<file path="src/design/mcal_pkg.sv">
// Shared types, constants and tables for the magnetometer calibration unit.
// Used by the front end, the job queue, the back end and the top level.
// Depends on nothing else.
package mcal_pkg;

  // Valid samples averaged into one result (1 to 16).
  localparam int unsigned SAMPLES = 4;

  localparam int unsigned NumAxes = 3;
  localparam int unsigned RawW    = 16;
  localparam int unsigned SumW    = 21;
  localparam int unsigned GposW   = 4;
  localparam int unsigned TimeW   = 64;
  localparam int unsigned BiasW   = 24;
  localparam int unsigned RowW    = 48;
  localparam int unsigned CoefW   = 16;
  localparam int unsigned CorrW   = 26;
  localparam int unsigned MeanW   = 30;
  localparam int unsigned ProdW   = 42;
  localparam int unsigned AccW    = 43;
  localparam int unsigned FieldW  = 29;
  localparam int unsigned DataInW = 128;
  localparam int unsigned DataOutW = 152;

  // The group counter wraps at sixteen, so the end mark is taken modulo sixteen.
  localparam logic [GposW-1:0] GroupEnd = GposW'(SAMPLES % 16);

  // Division of the running sum by SAMPLES: an offset makes the sum
  // non-negative, a reciprocal multiply gives the quotient and a small
  // table turns the remainder into the eight fraction bits.
  localparam int unsigned AoffW      = 25;
  localparam int unsigned QuotW      = 21;
  localparam int unsigned RemW       = 4;
  localparam int unsigned FracW      = 8;
  localparam int unsigned RecipW     = 30;
  localparam int unsigned RecipShift = 29;
  localparam int unsigned DivProdW   = AoffW + RecipW;
  localparam logic [RecipW-1:0] RecipMult =
    RecipW'(((64'd1 << RecipShift) + 64'(SAMPLES) - 64'd1) / 64'(SAMPLES));
  localparam logic [AoffW-1:0] SumOffset  = AoffW'(64'(SAMPLES) << 20);
  localparam logic [AoffW-1:0] SamplesW   = AoffW'(SAMPLES);
  localparam logic signed [MeanW-1:0] MeanOffset = 30'sd268435456;

  function automatic logic [15:0][FracW-1:0] build_frac_lut();
    logic [15:0][FracW-1:0] lut;
    for (int r = 0; r < 16; r++) begin
      lut[r] = FracW'((256 * r) / SAMPLES);
    end
    return lut;
  endfunction

  localparam logic [15:0][FracW-1:0] FracLut = build_frac_lut();

  // Rounding and output saturation of the matrix product.
  localparam int unsigned RoundShift = 13;
  localparam logic signed [AccW-1:0] RoundHalf = 43'sd4096;
  localparam logic signed [AccW-1:0] FieldHi   = 43'sd268435455;
  localparam logic signed [AccW-1:0] FieldLo   = -43'sd268435456;

  // Job queue between the front and the back end.
  localparam int unsigned QueueDepth = 2;
  localparam int unsigned QptrW      = (QueueDepth > 1) ? $clog2(QueueDepth) : 1;
  localparam int unsigned QcntW      = $clog2(QueueDepth + 1);

  // Mounting orientation, output (x, y, z) taken from the raw axes.
  typedef enum logic [2:0] {
    ORIENT_X_Y_Z    = 3'd0,
    ORIENT_NY_X_Z   = 3'd1,
    ORIENT_NX_NY_Z  = 3'd2,
    ORIENT_Y_NX_Z   = 3'd3,
    ORIENT_X_NY_NZ  = 3'd4,
    ORIENT_Y_X_NZ   = 3'd5,
    ORIENT_NX_Y_NZ  = 3'd6,
    ORIENT_NY_NX_NZ = 3'd7
  } orient_e;

  typedef enum logic [2:0] {
    CFG_ORIENT   = 3'd0,
    CFG_BIAS_X   = 3'd1,
    CFG_BIAS_Y   = 3'd2,
    CFG_BIAS_Z   = 3'd3,
    CFG_ROW_ZERO = 3'd4,
    CFG_ROW_ONE  = 3'd5,
    CFG_ROW_TWO  = 3'd6
  } cfg_idx_e;

  typedef enum logic [1:0] {
    BK_IDLE,
    BK_DIV,
    BK_MAT,
    BK_EMIT
  } back_state_e;

  typedef struct packed {
    orient_e                           orientation;
    logic [NumAxes-1:0][BiasW-1:0]     bias;
    logic [NumAxes-1:0][RowW-1:0]      matrix;
  } cfg_t;

  typedef struct packed {
    logic [TimeW-1:0]                  time_stamp;
    logic [NumAxes-1:0][SumW-1:0]      sums;
  } job_t;

  typedef struct packed {
    logic [TimeW-1:0]  time_stamp;
    logic [FieldW-1:0] field_x;
    logic [FieldW-1:0] field_y;
    logic [FieldW-1:0] field_z;
  } result_t;

  localparam logic [NumAxes-1:0][RowW-1:0] MatrixReset = {
    48'd35184372088832, 48'd536870912, 48'd8192
  };

endpackage

</file>
<file path="src/design/mcal_front.sv">
// Front end: checks each read, applies the mounting orientation and keeps the
// running axis sums; a finished group is pushed to the job queue.
// Depends on mcal_pkg.
module mcal_front (
  input  logic                        clk_i,
  input  logic                        rst_ni,
  input  logic                        in_valid_i,
  output logic                        in_ready_o,
  input  logic                        in_ok_i,
  input  logic [mcal_pkg::DataInW-1:0] in_data_i,
  input  mcal_pkg::orient_e           orientation_i,
  input  logic                        queue_full_i,
  output logic                        push_o,
  output mcal_pkg::job_t              job_o
);
  import mcal_pkg::*;

  logic [GposW-1:0]        gpos_q, gpos_d, gpos_inc;
  logic signed [SumW-1:0]  sum_q [NumAxes];
  logic signed [SumW-1:0]  sum_new [NumAxes];
  logic signed [RawW-1:0]  raw_x, raw_y, raw_z;
  logic signed [RawW-1:0]  vec [NumAxes];
  logic                    good, take, last;

  function automatic logic signed [RawW-1:0] neg_sat(logic signed [RawW-1:0] v);
    return (v == 16'sh8000) ? 16'sh7FFF : -v;
  endfunction

  assign raw_x = {in_data_i[23:16], in_data_i[15:8]};
  assign raw_y = {in_data_i[39:32], in_data_i[31:24]};
  assign raw_z = {in_data_i[55:48], in_data_i[47:40]};

  // Transfer ok, data ready in the first status byte, no data error or overflow in the second.
  assign good = in_ok_i & in_data_i[0] & ~in_data_i[58] & ~in_data_i[59];

  assign in_ready_o = ~queue_full_i;
  assign take       = in_valid_i & in_ready_o & good;

  always_comb begin
    case (orientation_i)
      ORIENT_X_Y_Z: begin
        vec[0] = raw_x;          vec[1] = raw_y;          vec[2] = raw_z;
      end
      ORIENT_NY_X_Z: begin
        vec[0] = neg_sat(raw_y); vec[1] = raw_x;          vec[2] = raw_z;
      end
      ORIENT_NX_NY_Z: begin
        vec[0] = neg_sat(raw_x); vec[1] = neg_sat(raw_y); vec[2] = raw_z;
      end
      ORIENT_Y_NX_Z: begin
        vec[0] = raw_y;          vec[1] = neg_sat(raw_x); vec[2] = raw_z;
      end
      ORIENT_X_NY_NZ: begin
        vec[0] = raw_x;          vec[1] = neg_sat(raw_y); vec[2] = neg_sat(raw_z);
      end
      ORIENT_Y_X_NZ: begin
        vec[0] = raw_y;          vec[1] = raw_x;          vec[2] = neg_sat(raw_z);
      end
      ORIENT_NX_Y_NZ: begin
        vec[0] = neg_sat(raw_x); vec[1] = raw_y;          vec[2] = neg_sat(raw_z);
      end
      default: begin
        vec[0] = neg_sat(raw_y); vec[1] = neg_sat(raw_x); vec[2] = neg_sat(raw_z);
      end
    endcase
  end

  // The first sample of a group overwrites the sums.
  always_comb begin
    for (int k = 0; k < NumAxes; k++) begin
      sum_new[k] = (gpos_q == '0) ? SumW'(vec[k]) : sum_q[k] + SumW'(vec[k]);
    end
  end

  assign gpos_inc = gpos_q + GposW'(1);
  assign last     = (gpos_inc == GroupEnd);

  always_comb begin
    gpos_d = gpos_q;
    if (take) begin
      gpos_d = last ? '0 : gpos_inc;
    end
  end

  assign push_o = take & last;

  always_comb begin
    job_o.time_stamp = in_data_i[127:64];
    for (int k = 0; k < NumAxes; k++) begin
      job_o.sums[k] = sum_new[k];
    end
  end

  always_ff @(posedge clk_i or negedge rst_ni) begin
    if (!rst_ni) begin
      gpos_q <= '0;
    end else begin
      gpos_q <= gpos_d;
    end
  end

  always_ff @(posedge clk_i) begin
    if (take) begin
      for (int k = 0; k < NumAxes; k++) begin
        sum_q[k] <= sum_new[k];
      end
    end
  end

endmodule

</file>
<file path="src/design/mcal_queue.sv">
// Short first-in first-out queue of finished groups between the two ends.
// Depends on mcal_pkg.
module mcal_queue (
  input  logic           clk_i,
  input  logic           rst_ni,
  input  logic           push_i,
  input  mcal_pkg::job_t job_i,
  output logic           full_o,
  output logic           valid_o,
  input  logic           pop_i,
  output mcal_pkg::job_t job_o
);
  import mcal_pkg::*;

  job_t             slot_q [QueueDepth];
  logic [QptrW-1:0] wr_q, wr_d, rd_q, rd_d;
  logic [QcntW-1:0] cnt_q, cnt_d;
  logic             do_push, do_pop;

  function automatic logic [QptrW-1:0] ptr_next(logic [QptrW-1:0] p);
    return (p == QptrW'(QueueDepth - 1)) ? '0 : p + QptrW'(1);
  endfunction

  assign full_o  = (cnt_q == QcntW'(QueueDepth));
  assign valid_o = (cnt_q != '0);
  assign job_o   = slot_q[rd_q];

  assign do_push = push_i & ~full_o;
  assign do_pop  = pop_i & valid_o;

  always_comb begin
    wr_d  = do_push ? ptr_next(wr_q) : wr_q;
    rd_d  = do_pop ? ptr_next(rd_q) : rd_q;
    cnt_d = cnt_q + QcntW'(do_push) - QcntW'(do_pop);
  end

  always_ff @(posedge clk_i or negedge rst_ni) begin
    if (!rst_ni) begin
      wr_q  <= '0;
      rd_q  <= '0;
      cnt_q <= '0;
    end else begin
      wr_q  <= wr_d;
      rd_q  <= rd_d;
      cnt_q <= cnt_d;
    end
  end

  always_ff @(posedge clk_i) begin
    if (do_push) begin
      slot_q[wr_q] <= job_i;
    end
  end

endmodule

</file>
<file path="src/design/mcal_back.sv">
// Back end: forms the mean of one group, removes the bias, applies the 3x3
// matrix on one shared multiplier and holds the result for the output side.
// Depends on mcal_pkg.
module mcal_back (
  input  logic              clk_i,
  input  logic              rst_ni,
  input  mcal_pkg::cfg_t    cfg_i,
  input  logic              job_valid_i,
  input  mcal_pkg::job_t    job_i,
  output logic              pop_o,
  output logic              res_valid_o,
  input  logic              res_ready_i,
  output mcal_pkg::result_t res_o
);
  import mcal_pkg::*;

  back_state_e state_q, state_d;

  logic [1:0]               cnt_q, cnt_d;
  logic [1:0]               mrow_q, mrow_d, mcol_q, mcol_d;
  job_t                     job_q;
  logic [DivProdW-1:0]      prod_q, prod_d;
  logic signed [CorrW-1:0]  corr_q [NumAxes];
  logic signed [AccW-1:0]   acc_q, acc_d;
  logic signed [FieldW-1:0] fld_q [NumAxes];
  logic                     res_valid_q, res_valid_d;
  result_t                  res_q;

  logic div_mul, div_fin, mac_en, res_en, out_load, out_free;

  logic signed [SumW-1:0]   sum_mul, sum_fin;
  logic [AoffW-1:0]         aoff_mul, aoff_fin, rem_full;
  logic [QuotW-1:0]         quot;
  logic [RemW-1:0]          rem;
  logic signed [MeanW-1:0]  mean, corr_full;
  logic signed [BiasW-1:0]  bias_fin;
  logic [RowW-1:0]          row_sel;
  logic signed [CoefW-1:0]  coef;
  logic signed [ProdW-1:0]  mac_prod;
  logic signed [AccW-1:0]   rnd;
  logic signed [FieldW-1:0] fld_d;

  function automatic logic signed [SumW-1:0] pick_sum(job_t j, logic [1:0] k);
    case (k)
      2'd0:    return j.sums[0];
      2'd1:    return j.sums[1];
      2'd2:    return j.sums[2];
      default: return '0;
    endcase
  endfunction

  function automatic logic signed [BiasW-1:0] pick_bias(cfg_t c, logic [1:0] k);
    case (k)
      2'd0:    return c.bias[0];
      2'd1:    return c.bias[1];
      2'd2:    return c.bias[2];
      default: return '0;
    endcase
  endfunction

  function automatic logic [RowW-1:0] pick_row(cfg_t c, logic [1:0] k);
    case (k)
      2'd0:    return c.matrix[0];
      2'd1:    return c.matrix[1];
      2'd2:    return c.matrix[2];
      default: return '0;
    endcase
  endfunction

  function automatic logic signed [CoefW-1:0] pick_coef(logic [RowW-1:0] w, logic [1:0] k);
    case (k)
      2'd0:    return w[15:0];
      2'd1:    return w[31:16];
      2'd2:    return w[47:32];
      default: return '0;
    endcase
  endfunction

  assign out_free = ~res_valid_q | res_ready_i;

  // Next state.
  always_comb begin
    state_d = state_q;
    case (state_q)
      BK_IDLE: begin
        if (job_valid_i) begin
          state_d = BK_DIV;
        end
      end
      BK_DIV: begin
        if (cnt_q == 2'(NumAxes)) begin
          state_d = BK_MAT;
        end
      end
      BK_MAT: begin
        if (mrow_q == 2'(NumAxes)) begin
          state_d = BK_EMIT;
        end
      end
      BK_EMIT: begin
        if (out_free) begin
          state_d = BK_IDLE;
        end
      end
      default: state_d = BK_IDLE;
    endcase
  end

  // Control outputs of the sequencer.
  always_comb begin
    pop_o    = 1'b0;
    div_mul  = 1'b0;
    div_fin  = 1'b0;
    mac_en   = 1'b0;
    res_en   = 1'b0;
    out_load = 1'b0;
    case (state_q)
      BK_IDLE: pop_o = job_valid_i;
      BK_DIV: begin
        div_mul = (cnt_q != 2'(NumAxes));
        div_fin = (cnt_q != '0);
      end
      BK_MAT: begin
        mac_en = (mrow_q != 2'(NumAxes));
        res_en = (mcol_q == '0) && (mrow_q != '0);
      end
      BK_EMIT: out_load = out_free;
      default: ;
    endcase
  end

  // Counters.
  always_comb begin
    cnt_d  = cnt_q;
    mrow_d = mrow_q;
    mcol_d = mcol_q;
    if (pop_o) begin
      cnt_d = '0;
    end else if (state_q == BK_DIV) begin
      cnt_d  = cnt_q + 2'd1;
      mrow_d = '0;
      mcol_d = '0;
    end else if (mac_en) begin
      if (mcol_q == 2'(NumAxes - 1)) begin
        mcol_d = '0;
        mrow_d = mrow_q + 2'd1;
      end else begin
        mcol_d = mcol_q + 2'd1;
      end
    end
  end

  // Mean: the multiply for one axis overlaps the remainder step of the one before.
  always_comb begin
    sum_mul   = pick_sum(job_q, cnt_q);
    sum_fin   = pick_sum(job_q, cnt_q - 2'd1);
    aoff_mul  = AoffW'(sum_mul) + SumOffset;
    aoff_fin  = AoffW'(sum_fin) + SumOffset;
    prod_d    = aoff_mul * RecipMult;
    quot      = prod_q[RecipShift +: QuotW];
    rem_full  = aoff_fin - AoffW'(quot) * SamplesW;
    rem       = rem_full[RemW-1:0];
    mean      = $signed({1'b0, quot, FracLut[rem]}) - MeanOffset;
    bias_fin  = pick_bias(cfg_i, cnt_q - 2'd1);
    corr_full = mean - MeanW'(bias_fin);
  end

  // Matrix: one coefficient times one corrected axis per cycle.
  always_comb begin
    row_sel  = pick_row(cfg_i, mrow_q);
    coef     = pick_coef(row_sel, mcol_q);
    mac_prod = coef * corr_q[mcol_q];
    acc_d    = ((mcol_q == '0) ? '0 : acc_q) + AccW'(mac_prod);
    rnd      = (acc_q + RoundHalf) >>> RoundShift;
    if (rnd > FieldHi) begin
      fld_d = FieldHi[FieldW-1:0];
    end else if (rnd < FieldLo) begin
      fld_d = FieldLo[FieldW-1:0];
    end else begin
      fld_d = rnd[FieldW-1:0];
    end
  end

  always_comb begin
    res_valid_d = res_valid_q;
    if (out_load) begin
      res_valid_d = 1'b1;
    end else if (res_ready_i) begin
      res_valid_d = 1'b0;
    end
  end

  always_ff @(posedge clk_i or negedge rst_ni) begin
    if (!rst_ni) begin
      state_q     <= BK_IDLE;
      cnt_q       <= '0;
      mrow_q      <= '0;
      mcol_q      <= '0;
      res_valid_q <= 1'b0;
    end else begin
      state_q     <= state_d;
      cnt_q       <= cnt_d;
      mrow_q      <= mrow_d;
      mcol_q      <= mcol_d;
      res_valid_q <= res_valid_d;
    end
  end

  always_ff @(posedge clk_i) begin
    if (pop_o) begin
      job_q <= job_i;
    end
    if (div_mul) begin
      prod_q <= prod_d;
    end
    if (div_fin) begin
      corr_q[cnt_q - 2'd1] <= corr_full[CorrW-1:0];
    end
    if (mac_en) begin
      acc_q <= acc_d;
    end
    if (res_en) begin
      fld_q[mrow_q - 2'd1] <= fld_d;
    end
    if (out_load) begin
      res_q.time_stamp <= job_q.time_stamp;
      res_q.field_x    <= fld_q[0];
      res_q.field_y    <= fld_q[1];
      res_q.field_z    <= fld_q[2];
    end
  end

  assign res_valid_o = res_valid_q;
  assign res_o       = res_q;

endmodule

</file>
<file path="src/design/magnetometer_sample_calibration_unit.sv">
// Throughput: one input word per cycle while the job queue has room. The back end works on
// one group at a time: it takes the group from the queue, forms the mean of each axis, runs
// the multiply-accumulate of the matrix on the shared multiplier and loads the output register
// once the output is free. While it works the front end fills the queue, and when the queue is
// full the input waits until the back end takes the next group.
// Reset clears the group count, the queue and the output valid and restores the registers.
//
// Top level of the magnetometer calibration unit. It holds the configuration registers
// and joins the three parts of the datapath:
//   - the front end checks every read and keeps the running axis sums,
//   - a two-entry queue carries finished groups and their time stamps,
//   - the back end divides, removes the bias and applies the calibration matrix.
// The front end keeps taking words while the back end works on an earlier group, and the
// back end holds a finished result in its output register, so each side stalls on its own.
// The axis sums are not reset: the first valid sample of every group overwrites them.
// Depends on mcal_pkg, mcal_front, mcal_queue and mcal_back.
module magnetometer_sample_calibration_unit (
  input  logic                          clk_i,
  input  logic                          rst_ni,
  // Input words.
  input  logic                          s_axis_tvalid_i,
  output logic                          s_axis_tready_o,
  // status_one[7:0], x_low[15:8], x_high[23:16], y_low[31:24], y_high[39:32],
  // z_low[47:40], z_high[55:48], status_two[63:56], capture_time[127:64]
  input  logic [mcal_pkg::DataInW-1:0]  s_axis_tdata_i,
  // transfer_ok[0]
  input  logic                          s_axis_tuser_i,
  // Result words.
  output logic                          m_axis_tvalid_o,
  input  logic                          m_axis_tready_i,
  // time_stamp[63:0], field_x[92:64], field_y[121:93], field_z[150:122], zero[151]
  output logic [mcal_pkg::DataOutW-1:0] m_axis_tdata_o,
  // Register writes.
  input  logic                          cfg_valid_i,
  output logic                          cfg_ready_o,
  input  logic [2:0]                    cfg_index_i,
  input  logic [47:0]                   cfg_data_i
);
  import mcal_pkg::*;

  cfg_t    cfg_q, cfg_d;
  job_t    front_job, queue_job;
  result_t res;
  logic    push, queue_full, queue_valid, pop;

  // Registers are always writable; the user must only change them while the unit is idle, the unit does not enforce it.
  assign cfg_ready_o = 1'b1;

  always_comb begin
    cfg_d = cfg_q;
    if (cfg_valid_i) begin
      case (cfg_index_i)
        CFG_ORIENT:   cfg_d.orientation = orient_e'(cfg_data_i[2:0]);
        CFG_BIAS_X:   cfg_d.bias[0]     = cfg_data_i[BiasW-1:0];
        CFG_BIAS_Y:   cfg_d.bias[1]     = cfg_data_i[BiasW-1:0];
        CFG_BIAS_Z:   cfg_d.bias[2]     = cfg_data_i[BiasW-1:0];
        CFG_ROW_ZERO: cfg_d.matrix[0]   = cfg_data_i;
        CFG_ROW_ONE:  cfg_d.matrix[1]   = cfg_data_i;
        CFG_ROW_TWO:  cfg_d.matrix[2]   = cfg_data_i;
        default:      ;  // Indexes past the register list are ignored.
      endcase
    end
  end

  // The registers reset to the upright orientation, no bias and the identity matrix.
  always_ff @(posedge clk_i or negedge rst_ni) begin
    if (!rst_ni) begin
      cfg_q.orientation <= ORIENT_X_Y_Z;
      cfg_q.bias        <= '0;
      cfg_q.matrix      <= MatrixReset;
    end else begin
      cfg_q <= cfg_d;
    end
  end

  mcal_front u_front (
    .clk_i         (clk_i),
    .rst_ni        (rst_ni),
    .in_valid_i    (s_axis_tvalid_i),
    .in_ready_o    (s_axis_tready_o),
    .in_ok_i       (s_axis_tuser_i),
    .in_data_i     (s_axis_tdata_i),
    .orientation_i (cfg_q.orientation),
    .queue_full_i  (queue_full),
    .push_o        (push),
    .job_o         (front_job)
  );

  mcal_queue u_queue (
    .clk_i   (clk_i),
    .rst_ni  (rst_ni),
    .push_i  (push),
    .job_i   (front_job),
    .full_o  (queue_full),
    .valid_o (queue_valid),
    .pop_i   (pop),
    .job_o   (queue_job)
  );

  mcal_back u_back (
    .clk_i       (clk_i),
    .rst_ni      (rst_ni),
    .cfg_i       (cfg_q),
    .job_valid_i (queue_valid),
    .job_i       (queue_job),
    .pop_o       (pop),
    .res_valid_o (m_axis_tvalid_o),
    .res_ready_i (m_axis_tready_i),
    .res_o       (res)
  );

  // Result word, time stamp in the lowest bits and one spare bit at the top.
  assign m_axis_tdata_o = {1'b0, res.field_z, res.field_y, res.field_x, res.time_stamp};

endmodule
</file>
<file path="config.mk">
export PLATFORM = sky130hd
export DESIGN_NAME = magnetometer_sample_calibration_unit
export DESIGN_NICKNAME = d
export VERILOG_FILES = /design/src/design/mcal_pkg.sv /design/src/design/mcal_front.sv /design/src/design/mcal_queue.sv /design/src/design/mcal_back.sv /design/src/design/magnetometer_sample_calibration_unit.sv
export SDC_FILE = /design/constraint.sdc
export NUM_CORES = 2
export LEC_CHECK = 0
export ABC_AREA = 1
export BUFFER_PORTS_ARGS = -buffer_cell sky130_fd_sc_hd__buf_2
export CORE_MARGIN = 3
export CORE_UTILIZATION = 67
export CTS_CLUSTER_DIAMETER = 40
export DETAILED_ROUTE_END_ITERATION = 10
export PLACE_DENSITY = 0.86
export SLEW_MARGIN = 5
export SYNTH_ARGS = -nofsm -noshare
export SYNTH_HDL_FRONTEND = slang
export SYNTH_SLANG_ARGS = --single-unit
export TNS_END_PERCENT = 20
</file>
<file path="constraint.sdc">
create_clock -name clk_i -period 27.1 [get_ports clk_i]
set_input_delay 5.42 -clock clk_i [delete_from_list [all_inputs] [get_ports clk_i]]
set_output_delay 5.42 -clock clk_i [all_outputs]
set_load 0.02 [all_outputs]
</file>
; Word-level counts from Yosys, hierarchy flattened
; Memory sizes are Yosys's and may differ from the RTL's. A register that Yosys moved wholly into a read port is not among the register bits.
; Cells that the tools add are included.
; W data, S select, Z words.
[totals]
ff_bits = 363
mem_bits_rw = 482
mem_bits_ro = 128
input_bits = 185
output_inout_bits = 155
wordCells = 175
memories = 5
[mem_list]
columns = memory, words, word_bits, read_ports, rd_ports_with_merged_regs, wr, line
row1 = u_queue.slot_q, 2, 127, 1, 1, 1, mcal_queue.sv:15  ; job_t slot_q [QueueDepth];
row2 = (no name shown), 16, 8, 1, 0, 0, mcal_back.sv:163  ; mean = $signed({1'b0, quot, FracLut[rem]}) - MeanOffset;
row3 = u_back.fld_q, 3, 29, 3, 3, 1, mcal_back.sv:25  ; logic signed [FieldW-1:0] fld_q [NumAxes];
row4 = u_back.corr_q, 3, 26, 1, 0, 1, mcal_back.sv:23  ; logic signed [CorrW-1:0] corr_q [NumAxes];
row5 = u_front.sum_q, 3, 21, 3, 0, 3, mcal_front.sv:19  ; logic signed [SumW-1:0] sum_q [NumAxes];
[classes]
addsub = 23
n_mul = 1
n_lt_le_gt_ge = 3
n_eq_ne = 36
n_mux = 48
bitwise_logic = 14
n_reduce_logical = 26
[ops]
columns = operator, count
row1 = $pmux W48 S7, 1
row2 = $pmux W48 S3, 1
row3 = $pmux W24 S3, 1
row4 = $add A21 B16 Y21, 3
row5 = $mux W21, 3
row6 = $pmux W20 S3, 1
row7 = $mux W29, 2
row8 = $eq A16 B16 Y1 const B, 3
row9 = $mux W16, 3
row10 = $neg A16 Y16, 3
row11 = $pmux W16 S3, 1
row12 = $add A43 B14 Y43 const B, 1
row13 = $add A43 B43 Y43, 1
row14 = $mux W43, 1
row15 = $mul A16 B26 Y42, 1
row16 = $gt A30 B29 Y1 const B, 1
row17 = $lt A30 B29 Y1 const B, 1
row18 = $sub A26 B1 Y26 const B, 1
row19 = $sub A26 B24 Y26, 1
row20 = $mux W2, 12
row21 = $add A20 B1 Y20 const B, 1
row22 = $eq A2 B2 Y1 const B, 9
row23 = $eq A3 B3 Y1 const B, 6
row24 = $mux W1, 18
row25 = other kinds (29), 75

; Logic depth before layout (Yosys ltp)
[depth]
depth_word = 9
ltp_mapped = 49

; Cells and area by module
; From an unflattened synthesis, not the netlist that was laid out.
[unflattened]
cells_unflattened = 7371
area_unflattened_um2 = 66892.9
[modules_own_cells]
columns = mod, instances, cells_per_inst, area_per_inst_um2, seq_area_each_um2
row1 = mcal_back, 1, 4270, 39628.0, 15269.6
row2 = mcal_queue, 1, 696, 9599.2, 7727.4
row3 = mcal_front, 1, 1448, 9232.6, 1991.9
row4 = magnetometer_sample_calibration_unit, 1, 957, 8433.1, 5484.0

; Least setup slack after synthesis
; Ideal clock, no wire load.
[synth_timing]
path_type = in2reg
start = input port s_axis_tdata_i[59] (netlist name)
end = memory u_queue.slot_q[0][0] (netlist name) (enable)
arrival_ns = 13.165
t_required_ns = 26.491
slack_ns = 13.326
stages = 8
path_cell_list = nor2_1 -> nand2_1 -> nor2_2 -> inv_1 -> or2_2 -> nor2_2 -> inv_1 -> nor2_1
[synth_via]
elab_chain_cells = 7
[synth_rtl]
columns = element, line
row1 = "start, declared", magnetometer_sample_calibration_unit.sv:25  ; input logic [mcal_pkg::DataInW-1:0] s_axis_tdata_i,
row2 = $not A1 Y1, mcal_front.sv:34  ; assign good = in_ok_i & in_data_i[0] & ~in_data_i[58] & ~in_data_i[59];
row3 = $and A1 B1 Y1, mcal_front.sv:34
row4 = $and A1 B1 Y1, mcal_front.sv:37  ; assign take = in_valid_i & in_ready_o & good;
row5 = named net u_front.take, mcal_front.sv:23  ; logic good, take, last;
row6 = $and A1 B1 Y1, mcal_front.sv:85  ; assign push_o = take & last;
row7 = $and A1 B1 Y1, mcal_queue.sv:28  ; assign do_push = push_i & ~full_o;
row8 = named net u_queue.do_push, mcal_queue.sv:18  ; logic do_push, do_pop;
row9 = $mux W1, mcal_queue.sv:50  ; if (do_push) begin
row10 = $mux W1 (not written as such), mcal_queue.sv:51  ; slot_q[wr_q] <= job_i;
row11 = "end, declared", mcal_queue.sv:15
; The timed path passes the listed nets, and every way through them passes these cells.

; Worst setup path after layout
[layout_timing]
start = register u_back.mcol_q[0]
end = register u_back.acc_q[40], data pin
[layout_via]
elab_chain_cells = 4
word_cells_on_any_way = 8
cone_classes = add/sub (1) / mul (1) / eq/ne (2) / mux (2) / reduce/logical (1) / memory (1)
[layout_rtl]
columns = element, line
row1 = "start, declared", mcal_back.sv:20  ; logic [1:0] mrow_q, mrow_d, mcol_q, mcol_d;
row2 = "start signal, assigned", mcal_back.sv:204  ; mcol_q <= mcol_d;
row3 = "$eq A2 B2 Y1, or another cell as far along", mcal_back.sv:71  ; case (k)
row4 = $pmux W16 S3, mcal_back.sv:71
row5 = $mul A16 B26 Y42, mcal_back.sv:172  ; mac_prod = coef * corr_q[mcol_q];
row6 = $add A43 B43 Y43 (*), mcal_back.sv:173  ; acc_d = ((mcol_q == '0) ? '0 : acc_q) + AccW'(mac_prod);
row7 = named net u_back.acc_d[40], mcal_back.sv:24  ; logic signed [AccW-1:0] acc_q, acc_d;
row8 = "end signal, assigned", mcal_back.sv:220  ; acc_q <= acc_d;
row9 = "end, declared", mcal_back.sv:24
; The timed path passes the listed nets; every way through them passes the cells marked *.
; A chain may end at the register's enable or synchronous reset.

==> impl_summary.md <==
Run status
The run finished with clean final reports.

Setup path
The worst setup path is launched from a flop. The worst register-to-register path begins at u_back.mcol_q[0]$_DFFE_PN0P_. The path depth of the worst reg2reg path is 35.

The highest-delay cell along the critical path is a31oi_2. The reg-to-reg critical path endpoint is u_back.acc_q[40]$_DFFE_PP_. The launch point of the worst path is u_back.mcol_q[0]$_DFFE_PN0P_. The reg-to-reg setup timing slack is between 15000 and 20000 ps. The data arrival time of the worst path is between 10000 and 15000 ps. In this design, the critical path's most frequently occurring cell is nand2_1. The critical path is of the reg2reg type. The termination of the worst setup path is u_back.acc_q[40]$_DFFE_PP_.

The data required time of the critical path is about 28000 ps. In this run the worst path has a maximum fanout of 49. The delay of the slowest critical-path stage is between 700 and 800 ps. STA classifies the critical path endpoint as a flop.

Synth
Counting every net in the synthesized netlist gives a little under 8000. The cell area after technology mapping is 64500 sq um. The Yosys step of the flow raised 0 warnings. The synthesized design contains 809 enable-type register cells. The number of instances in the synthesized netlist is 6954.

The synthesized design devotes to its leading area cell type between 30% and 40% of total area. The cell taking the most area after synthesis is edfxtp_1. The dominant register cell in the synthesized netlist is edfxtp_1. The synthesized design contains 1045 register bits. Summing the sequential cell areas from Yosys gives 46.8% of the chip area. By area the synthesized netlist is led by edfxtp_1, fa_1, nand2_1. The fraction of registers with async set/reset is 22.6%. The average instance in the mapped netlist occupies about 9.3 sq um. Counting distinct cell types in the post-synthesis netlist gives 57.

Detailed routing
The starting DRC count in detailed routing is 5326. The first detailed-routing pass ran for 8 iterations. In the final routed layout, each cell accounts on average for around 20 um. In the routed design, unresolved DRC markers number 0. The antenna violation net count after detailed routing is 0. The post-detailed-routing wire length is 176000 um.

The detail-routed via count per cell is 5.87. The routed layout has ~51000 vias.

Clock network
The deepest level of the CTS H-tree is 3. After clock tree synthesis, the repair step resized 0 gates. Clock-pin slew was measured on the worst setup and hold paths at 60 ps. The number of hold-repair buffers added at the cts stage is 0. The post-CTS setup buffer count is 0. CTS saw 1045 sinks. The number of clock buffers inserted by TritonCTS is 116. The maximum buffer depth of the clock tree is 3. The tree is rooted in a clkbuf_16.

TritonCTS built the clock tree. The insertion delay to the later sink of the worst-skew pair is around 750 ps.

Final layout
At the end of the flow the core is filled with cells to 74.9%. After the last flow step, the layout net total stands at 8082. Of the cells placed in the final design, the portion with a size suffix greater than 1 is under 10%. The area growth from synthesis to layout is 10.6%. The final-layout fill cell count is 6479.

Floorplan
The die is 316 um tall. Measured along the x axis, the die boundary spans 316 um. The total number of placement rows is 113. The die area is 100000 sq um. During I/O placement, the number of pins put on the boundary was 340. The placeable core region is 95300 sq um. The initial cell density of the core is 67.7%.

Timing
The slew at the pin closest to its max-slew limit is 1110 ps. Across the routed clock network, the largest skew measured is 82.6 ps. The share of the cycle needed by the critical path after routing is 39.4%.

Setup repair after global routing left no endpoint under its margin. The max-slew violation total from the final report is 0. The clock period could shrink to 10680 ps.

The upper clock frequency limit is a little over 90 MHz. The final-report setup violation count is 0. Hold is met by between 400 and 500 ps. Setup total negative slack on the finished layout was measured at 0 ps.

The final hold violation count was 0. Headroom to the max-slew limit came out at 26.2%.

GRT
The initial antenna violation count is 9. The leftover overflow at the end of global routing is 0. Entering global routing, the biggest net connects 149 pins. The wire length of the first global-routing pass is 272000 um.

The via count of the first global-routing pass was approximately 50000. In the global route stage, overall resource usage came out at 35.1%.

Flow run
The tool flagged a number of max-cap violations equal to 0.

Placement
The sum of net half-perimeters after detailed placement is 124000 um. Routability-driven placement finished with a final weighted congestion of 0.976. The number of buffers inserted by port buffering is about 320.

Min path
The class of the most critical hold timing path is reg2reg.
## critical path, delay by kind of cell, from the launching register on
family,cells,cell delay (ps)
flops,1,470
simple gates,17,2740
fa+ha+maj,8,3910
buf+inv,8,2190
xor+xnor,1,360
compound gates,1,730
## cell usage in the layout, fill, tap and decap left out, types with 35 or more instances in the layout
master,netlist,final
a21oi_1,209,208
buf_2,61,323
buf_4,9,44
clkbuf_16,0,118
dfrtp_1,233,232
edfxtp_1,809,809
fa_1,407,407
ha_1,247,244
inv_1,959,957
nand2_1,2034,2031
nand3_1,309,308
nand4_1,63,63
nor2_1,615,605
nor3_1,60,60
o21ai_0,390,390
xnor2_1,35,35
xor2_1,124,124
## flip-flops by register name (all words and copies together), names as in the netlist, 60 cells and up
register,cells
u_queue.slot_q,248
u_back.job_q,124
u_back.fld_q,87
u_front.sum_q,60
u_back.corr_q,78
cfg_q,219
u_back.res_o,64
m_axis_tdata_o,87
## through the flow
stage / cells / worst slack [ps] / instance area [sq um]
final: 8620 / 16420 / 71400
after floorplan: 6954 / 13330 / 64500
after detailed placement: 8390 / 16690 / 67300
after global placement: 8390 / 16750 / 67300
after global routing: 8618 / 16010 / 71300
after CTS: 8610 / 16650 / 71300
## how the worst min path moves through the flow
| stage | cells after the start | end | startpoint |
|---|---|---|---|
| finish | 0 | m_axis_tdata_o[74]$_DFFE_PP_ | u_back.fld_q[0][10]$_DFFE_PP_ |
| global route | 0 | m_axis_tdata_o[74]$_DFFE_PP_ | u_back.fld_q[0][10]$_DFFE_PP_ |
| CTS | 0 | m_axis_tdata_o[74]$_DFFE_PP_ | u_back.fld_q[0][10]$_DFFE_PP_ |
| detailed placement | 0 | m_axis_tdata_o[101]$_DFFE_PP_ | u_back.fld_q[1][8]$_DFFE_PP_ |
| global placement | 0 | m_axis_tdata_o[113]$_DFFE_PP_ | u_back.fld_q[1][20]$_DFFE_PP_ |
| floorplan | 0 | m_axis_tdata_o[100]$_DFFE_PP_ | u_back.fld_q[1][7]$_DFFE_PP_ |
## layout make-up
| class | count | area (sq um) | share of cell area (%) |
|---|---|---|---|
| clock inverters | 79 | 968 | 1.36 |
| repair buffers | 368 | 1960 | 2.75 |
| multi-input cells | 4722 | 29800 | 41.7 |
| flip-flops and latches | 1045 | 30200 | 42.3 |
| diodes | 10 | 25.0 | 0.0351 |
| well taps | 1265 | 1580 | 2.22 |
| inverters | 990 | 3720 | 5.22 |
| clock buffers | 141 | 3100 | 4.34 |
## layer usage
layer  share of wire, %  up-vias  GRT usage (%)
li1                   -    23000              -
met1                 38    24400           46.2
met2                 48     2701           57.9
met3                8.4      551           5.18
met4                5.3        2           17.2
met5              0.010        -              0
## Yosys cell counts (7+ instances only)
cell type  number
a22oi_1        26
or2_2          10
inv_1         959
nor2_2          8
o21bai_1       28
nor4_1         11
nor2_1        615
clkbuf_1      105
a21boi_0        9
a31oi_2         7
clkinv_1       12
fa_1          407
xnor2_1        35
dfrtp_1       233
buf_4           9
a31oi_4         8
o21ai_0       390
buf_2          61
buf_1          17
nor3_1         60
nand2_1      2034
a31oi_1        18
ha_1          247
a21oi_1       209
o21a_1         33
nand3b_1        8
edfxtp_1      809
nand3_1       309
a21o_1         17
nand4_1        63
inv_2          18
xor2_1        124
## logic make-up after synthesis
family	share of synthesized area, %
fa+ha+maj	17.4
flops	46.8
buf+inv	7.14
compound gates	6.95
other cells	0.0116
simple gates	19.5
xor+xnor	2.16
Power is not shown: default switching activity piles up to over one toggle a cycle in this logic, so the estimate is an artifact.
